--- src/sv/slc_pkg.sv ---
// Shared types, constants and helpers for the set-associative LRU cache model.
package slc_pkg;

  localparam int MAX_SET_BITS = 8;
  localparam int MAX_WAYS     = 8;
  localparam int NUM_SETS     = 1 << MAX_SET_BITS;
  localparam int SET_W        = (MAX_SET_BITS > 0) ? MAX_SET_BITS : 1;
  localparam int WAY_W        = (MAX_WAYS > 1) ? $clog2(MAX_WAYS) : 1;
  localparam int CNT_W        = $clog2(MAX_WAYS + 1);
  localparam int ADDR_W       = 32;
  localparam int TAG_W        = 32;
  localparam int TOTAL_W      = 32;
  localparam int CFG_IDX_W    = 2;
  localparam int CFG_DATA_W   = 5;
  localparam int SET_BITS_W   = 4;
  localparam int WAYS_W       = 4;
  localparam int BLOCK_BITS_W = 5;

  typedef enum logic [1:0] {
    OP_LOAD   = 2'd0,
    OP_STORE  = 2'd1,
    OP_MODIFY = 2'd2,
    OP_FETCH  = 2'd3
  } opcode_t;

  typedef enum logic [CFG_IDX_W-1:0] {
    CFG_SET_BITS   = 2'd0,
    CFG_WAYS       = 2'd1,
    CFG_BLOCK_BITS = 2'd2
  } cfg_reg_t;

  typedef enum logic [1:0] {
    ST_IDLE,
    ST_READ,
    ST_LOOK
  } state_t;

  typedef struct packed {
    logic             valid;
    logic [TAG_W-1:0] tag;
    logic [WAY_W-1:0] age;
  } line_t;

  typedef line_t [MAX_WAYS-1:0] row_t;

  typedef struct packed {
    logic hit;
    logic evict;
  } lookup_res_t;

  typedef struct packed {
    logic       en;
    logic [1:0] hits;
    logic       miss;
    logic       evict;
  } stat_upd_t;

  // A set that has never been written: every line invalid, ranks in way order.
  function automatic row_t reset_row();
    row_t r;
    for (int i = 0; i < MAX_WAYS; i++) begin
      r[i].valid = 1'b0;
      r[i].tag   = '0;
      r[i].age   = WAY_W'(i);
    end
    return r;
  endfunction

endpackage

--- src/sv/slc_way_logic.sv ---
// Tag compare, victim choice and recency update for one set row.
module slc_way_logic (
  input  slc_pkg::row_t               row,
  input  logic [slc_pkg::TAG_W-1:0]   tag,
  input  logic [slc_pkg::CNT_W-1:0]   nways,
  output slc_pkg::row_t               row_nxt,
  output slc_pkg::lookup_res_t        res
);

  logic [slc_pkg::MAX_WAYS-1:0] in_use;
  logic                         hit_any;
  logic                         inv_any;
  logic [slc_pkg::WAY_W-1:0]    hit_idx;
  logic [slc_pkg::WAY_W-1:0]    inv_idx;
  logic [slc_pkg::WAY_W-1:0]    lru_idx;
  logic [slc_pkg::WAY_W-1:0]    oldest;
  logic [slc_pkg::WAY_W-1:0]    sel;
  logic [slc_pkg::WAY_W-1:0]    sel_age;

  always_comb begin
    for (int i = 0; i < slc_pkg::MAX_WAYS; i++) begin
      in_use[i] = (slc_pkg::CNT_W'(i) < nways);
    end
  end

  // Downward scans so that the lowest matching way wins.
  always_comb begin
    hit_any = 1'b0;
    hit_idx = '0;
    inv_any = 1'b0;
    inv_idx = '0;
    for (int i = slc_pkg::MAX_WAYS - 1; i >= 0; i--) begin
      if (in_use[i] && row[i].valid && (row[i].tag == tag)) begin
        hit_any = 1'b1;
        hit_idx = slc_pkg::WAY_W'(i);
      end
      if (in_use[i] && !row[i].valid) begin
        inv_any = 1'b1;
        inv_idx = slc_pkg::WAY_W'(i);
      end
    end
  end

  // The least recently used way in use carries the highest rank.
  always_comb begin
    lru_idx = '0;
    oldest  = row[0].age;
    for (int i = 1; i < slc_pkg::MAX_WAYS; i++) begin
      if (in_use[i] && (row[i].age > oldest)) begin
        oldest  = row[i].age;
        lru_idx = slc_pkg::WAY_W'(i);
      end
    end
  end

  always_comb begin
    if (hit_any) begin
      sel = hit_idx;
    end else if (inv_any) begin
      sel = inv_idx;
    end else begin
      sel = lru_idx;
    end
  end

  assign sel_age = row[sel].age;

  always_comb begin
    row_nxt = row;
    if (!hit_any) begin
      row_nxt[sel].valid = 1'b1;
      row_nxt[sel].tag   = tag;
    end
    for (int i = 0; i < slc_pkg::MAX_WAYS; i++) begin
      if (row[i].age < sel_age) begin
        row_nxt[i].age = row[i].age + 1'b1;
      end
    end
    row_nxt[sel].age = '0;
  end

  assign res.hit   = hit_any;
  assign res.evict = !hit_any && !inv_any;

endmodule

--- config.mk ---
export PLATFORM = sky130hd
export DESIGN_NAME = slc_way_logic
export DESIGN_NICKNAME = d
export VERILOG_FILES = /design/src/sv/slc_pkg.sv /design/src/sv/slc_way_logic.sv
export SDC_FILE = /design/constraint.sdc
export NUM_CORES = 1
export LEC_CHECK = 0
export ABC_AREA = 1
export BUFFER_PORTS_ARGS = -buffer_cell sky130_fd_sc_hd__buf_4
export CAP_MARGIN = 20
export CELL_PAD_IN_SITES_DETAIL_PLACEMENT = 0
export CELL_PAD_IN_SITES_GLOBAL_PLACEMENT = 1
export CORE_AREA = 2 2 238 240
export DETAILED_ROUTE_END_ITERATION = 10
export DIE_AREA = 0 0 240 242
export PLACE_DENSITY_LB_ADDON = 0.1
export SYNTH_ARGS = -nofsm -noshare
export SYNTH_HDL_FRONTEND = slang
export SYNTH_SLANG_ARGS = --single-unit
--- constraint.sdc ---
create_clock -name vclk -period 21.8
set_input_delay 4.36 -clock vclk [all_inputs]
set_output_delay 4.36 -clock vclk [all_outputs]
set_load 0.02 [all_outputs]
## Yosys cells after proc, flatten, opt, wreduce, memory -nomap -nowiden

Index checks and enable logic that the tools add are counted.
Widths: inputs -> output; s select.

| word-level totals | value |
|---|---|
| register bits after elaboration | 0 |
| input port bits | 324 |
| output and inout port bits | 290 |
| logic and storage cells | 151 |

| operators by class | value |
|---|---|
| add/subtract/negate cells | 8 |
| $lt $le $gt $ge | 25 |
| eq/ne operators | 8 |
| muxes and demuxes | 67 |
| reductions and logical operators | 43 |

Operators with widths:

| operator | count |
|---|---|
| $bwmux 288 | 3 |
| $demux 36 s3 | 3 |
| $mux 288 | 1 |
| $eq 32x32->1 | 8 |
| $mux 3 | 40 |
| $bmux 36 s3 | 1 |
| $mux 36 | 1 |
| $mux 35 | 1 |
| $logic_and 1x1->1 | 33 |
| $add 3x1->3 const B | 8 |
| $lt 3x3->1 | 8 |
| $gt 3x3->1 | 7 |
| $mux 1 | 17 |
| $lt 3x4->1 const A | 4 |
| $logic_not 1->1 | 10 |
| $lt 1x4->1 const A | 2 |
| $lt 2x4->1 const A | 2 |
| $lt 3x4->1 const B | 1 |
| $ge 3x1->1 const B | 1 |

## Depth between registers and ports, before layout

| logic depth | value |
|---|---|
| depth in word-level cells | 32 |
| mapped depth | 70 |
| gate-level depth less buffers | 69 |

## Least setup slack after synthesis

OpenSTA, ideal clock, no wires.

| timing | value |
|---|---|
| path type | input-to-output |
| start point | input row[2] (netlist bit) |
| end point | output row_nxt[146] (netlist bit) |
| arrival time | 13.434 ns |
| data required time | 17.440 ns |
| slack | 4.006 ns |
| stages | 64 |
| buffers on the path | 1 |
| path through | inv_1 -> ha_1 -> a21oi_1 -> nand2_1 -> nand2_4 -> nand2_1 -> o21ai_0 -> ha_1 -> o21ai_0 -> nand3_2 -> nand3_4 -> nand2_4 -> o21ai_0 -> ha_1 -> or2_2 -> o22ai_1 -> inv_2 -> nand2_2 -> (+28 left out) -> nor3_1 -> nand2_1 -> nand2_1 -> nand2_2 -> nand2_4 -> buf_6 -> nand2_1 -> nor2_1 -> inv_1 -> o22ai_1 -> nor4_1 -> ha_1 -> a21boi_2 -> nand2_2 -> nand3_1 -> nand2_1 -> clkinv_1 -> nor2_1 |

RTL lines:

| what | line | source |
|---|---|---|
| from (decl) | slc_way_logic.sv:3 | `input slc_pkg::row_t row,` |
| to (decl) | slc_way_logic.sv:6 | `output slc_pkg::row_t row_nxt,` |

==> qor_table.md <==
| Result | Reported |
|:---|:---|
| Crit. End Element | output port |
| Buffer count from post-CTS setup fixing | 0 |
| Crit path kind | input port to output port |
| Sequential cell area in the final layout | 0 sq um |
| Leakage Power | 7.969 nW |
| Number of DRC markers after the initial detailed-route iteration | 1197 |
| Worst setup SP type | input port |
| Iteration count of the initial detailed-routing pass | 7 |
| Required time reported for the critical path endpoint | 17.44 ns |
| Least-Margin Pin Slew | 0.8740 ns |
| Fraction of layout cells with a size suffix above 1 | 0.3258 |
| Biggest area consumer among synthesized cells | nand2_1 |
| Post-Synthesis Net Count | 2368 |
| Hold path startpoint | row[48] |
| Overall track demand over capacity in global routing | 0.3003 |
| Critical path origin | row[2] |
| Final net count | 2887 |
| Signed area change from the synthesized netlist to the final layout | 51.40% |
| Switching part of the total power | 0.6373 |
| Overall routed net length | 91930 um |
| Via count | 16930 |
| Power share of the sequential group | 0 |
| Fraction of synthesized cell area taken by the top area cell type | 0.2087 |
| Library cell with the highest instance count after synthesis | nand2_1 |
| Count of endpoints failing setup in the final report | 0 |
| Die span in y | 242 um |
| Count of antenna-violating nets left after detailed routing | 0 |
| Aggregate negative setup slack | 0 ns |
| Areal power density over the cells | 35.14 mW/mm^2 |
| Number of rows created at floorplan | 87 |
| Synthesized cell area | 0.01029 sq mm |
| Final number of hold-violating endpoints | 0 |
| Quantity of gates resized following cts | 0 |
| Proportion of synthesized chip area in sequential cells | 0 |
| Core Region | 0.05573 sq mm |
| Via count of the first global-routing pass | 16750 |
| Count of final max-slew check failures | 0 |
| Synth cell types | 54 |
| Routability congestion estimate from global placement | 0.9655 |
| Result of the run | complete, no violations |
| Initial Utilization | 0.1846 |
| Detailed-route DRC error count | 0 |
| Antenna violations before repair | 9 |
| Max Clock Freq | 52.31 MHz |
| Setup repair after global routing missed its margin | no |
| Mean routed wirelength per cell | 27.90 um |
| Remaining Overflow, GRT | 0 |
| Global-route wire length before repair | 125200 um |
| Number of port buffers | 614 |
| Tcrit/Tclk final | 0.8769 |
| Peak fanout along the critical path | 8 |
| Largest net degree at the start of global routing | 66 |
| Switch Pwr | 348.8 uW |
| Cell at the slowest stage of the critical path | nor4_2 |
| Cell with the most instances on the worst path | nand2_1 |
| I/O pin count | 614 |
| Gate Count Post-Synth | 2015 |
| Clkbuf count | 0 |
| Leading cell types by count after synthesis | nand2_1, o21ai_0, inv_1 |
| Headroom to the max-slew limit | 0.4167 |
| Internal power component | 198.5 uW |
| Arrival time of the worst setup path | 14.76 ns |
| Filler Cell Count | 6592 |
| Util after Layout | 0.2795 |
| Average instance area after synthesis | 5.105 sq um |
| Post-DP HPWL | 77760 um |
| Share of total power in the clock network | 0 |
| Type of the tightest min-delay check | input port to output port |
| Detail-routed via count per cell | 5.139 |
| Count of hold-fix buffers inserted at cts | 0 |
| Final worst path period need | 19.12 ns |
| Die W | 240 um |
| Die area | 0.05808 sq mm |
| Count of maximum capacitance violations | 0 |
| Synth top area cells | nand2_1, o21ai_0, inv_1 |
| Count of flip-flops and latches | 0 |
| Crit path largest cell delay | 0.54 ns |
| Worst vdd rail ir drop | 0.00001297 V |
| Synth warnings | 0 |
| Proportion of power drawn by combinational gates | 1.000 |
[cells in the final DEF (no fill, tap or decap), types with 20 or more instances in the layout]
| cell | n |
|---|---|
| a21oi_1 | 24 |
| buf_4 | 645 |
| ha_1 | 29 |
| inv_1 | 173 |
| nand2_1 | 564 |
| nand2_2 | 37 |
| nand3_1 | 77 |
| nand4_1 | 98 |
| nor2_1 | 123 |
| nor3_1 | 26 |
| nor4_1 | 59 |
| o2111ai_1 | 20 |
| o21ai_0 | 333 |
| o22ai_1 | 34 |
| or2_2 | 90 |
| xnor2_1 | 41 |
| xor2_1 | 34 |
[per-layer routing]
metal / part of all wire / up-vias / GRT usage
met5: 0.00014 / - / 0
met2: 0.50 / 763 / 0.5549
met4: 0.033 / 2 / 0.08933
met1: 0.41 / 8137 / 0.3580
li1: - / 7901 / -
met3: 0.057 / 129 / 0.03589
[worst paths after layout]
| kind | endpoint | cells past startpoint |
|---|---|---|
| max | row_nxt[182] | 66 |
| min | row_nxt[48] | 4 |
[power groups by stage]
stage / combinational [mW] / clock, mW / sequential [mW]
2_1_floorplan: 0.288 / 0 / 0
5_1_grt: 0.587 / 0.0000000431 / 0
4_1_cts: 0.545 / 0 / 0
6_report: 0.547 / 0.0000000432 / 0
3_5_place_dp: 0.543 / 0 / 0
3_3_place_gp: 0.542 / 0 / 0
[kinds of logic after synthesis]
group | Yosys count | share of synthesized area
XOR/XNOR | 75 | 0.06385
AO/OA/AOI/OAI | 467 | 0.2553
buffers and inverters | 317 | 0.1245
adder cells (fa/ha/maj) | 29 | 0.03527
AND/OR/NAND/NOR | 1127 | 0.5210
[layout make-up]
| cell class | count | area [sq um] | share of cell area |
|---|---|---|---|
| multi-input cells | 1698 | 9041 | 0.5805 |
| inverters | 188 | 708.2 | 0.04547 |
| well taps | 756 | 945.9 | 0.06073 |
| diodes | 7 | 17.52 | 0.001125 |
| repair buffers | 646 | 4862 | 0.3122 |
[critical path: cells and delay by family]
kind / cells / cell delay, ns
adders and majority gates: 8 / 2.31
buffers and inverters: 7 / 0.94
AOI/OAI and AO/OA: 15 / 2.53
and+or+nand+nor: 36 / 4.60
[per-stage QoR]
stage               worst slack (ns)  total power [mW]  cell area [sq um]  std cells  hold slack [ns]
global route                   1.618            0.5866              15570       3295            9.071
floorplan                      4.006            0.2880              10290       2015            8.863
global placement               2.764            0.5416              15530       3286            9.051
finish                         2.684            0.5473              15570       3295            9.045
CTS                            2.405            0.5449              15530       3286            9.048
detailed placement             2.398            0.5432              15530       3286            9.048
Power figures use the tool's default switching activity.
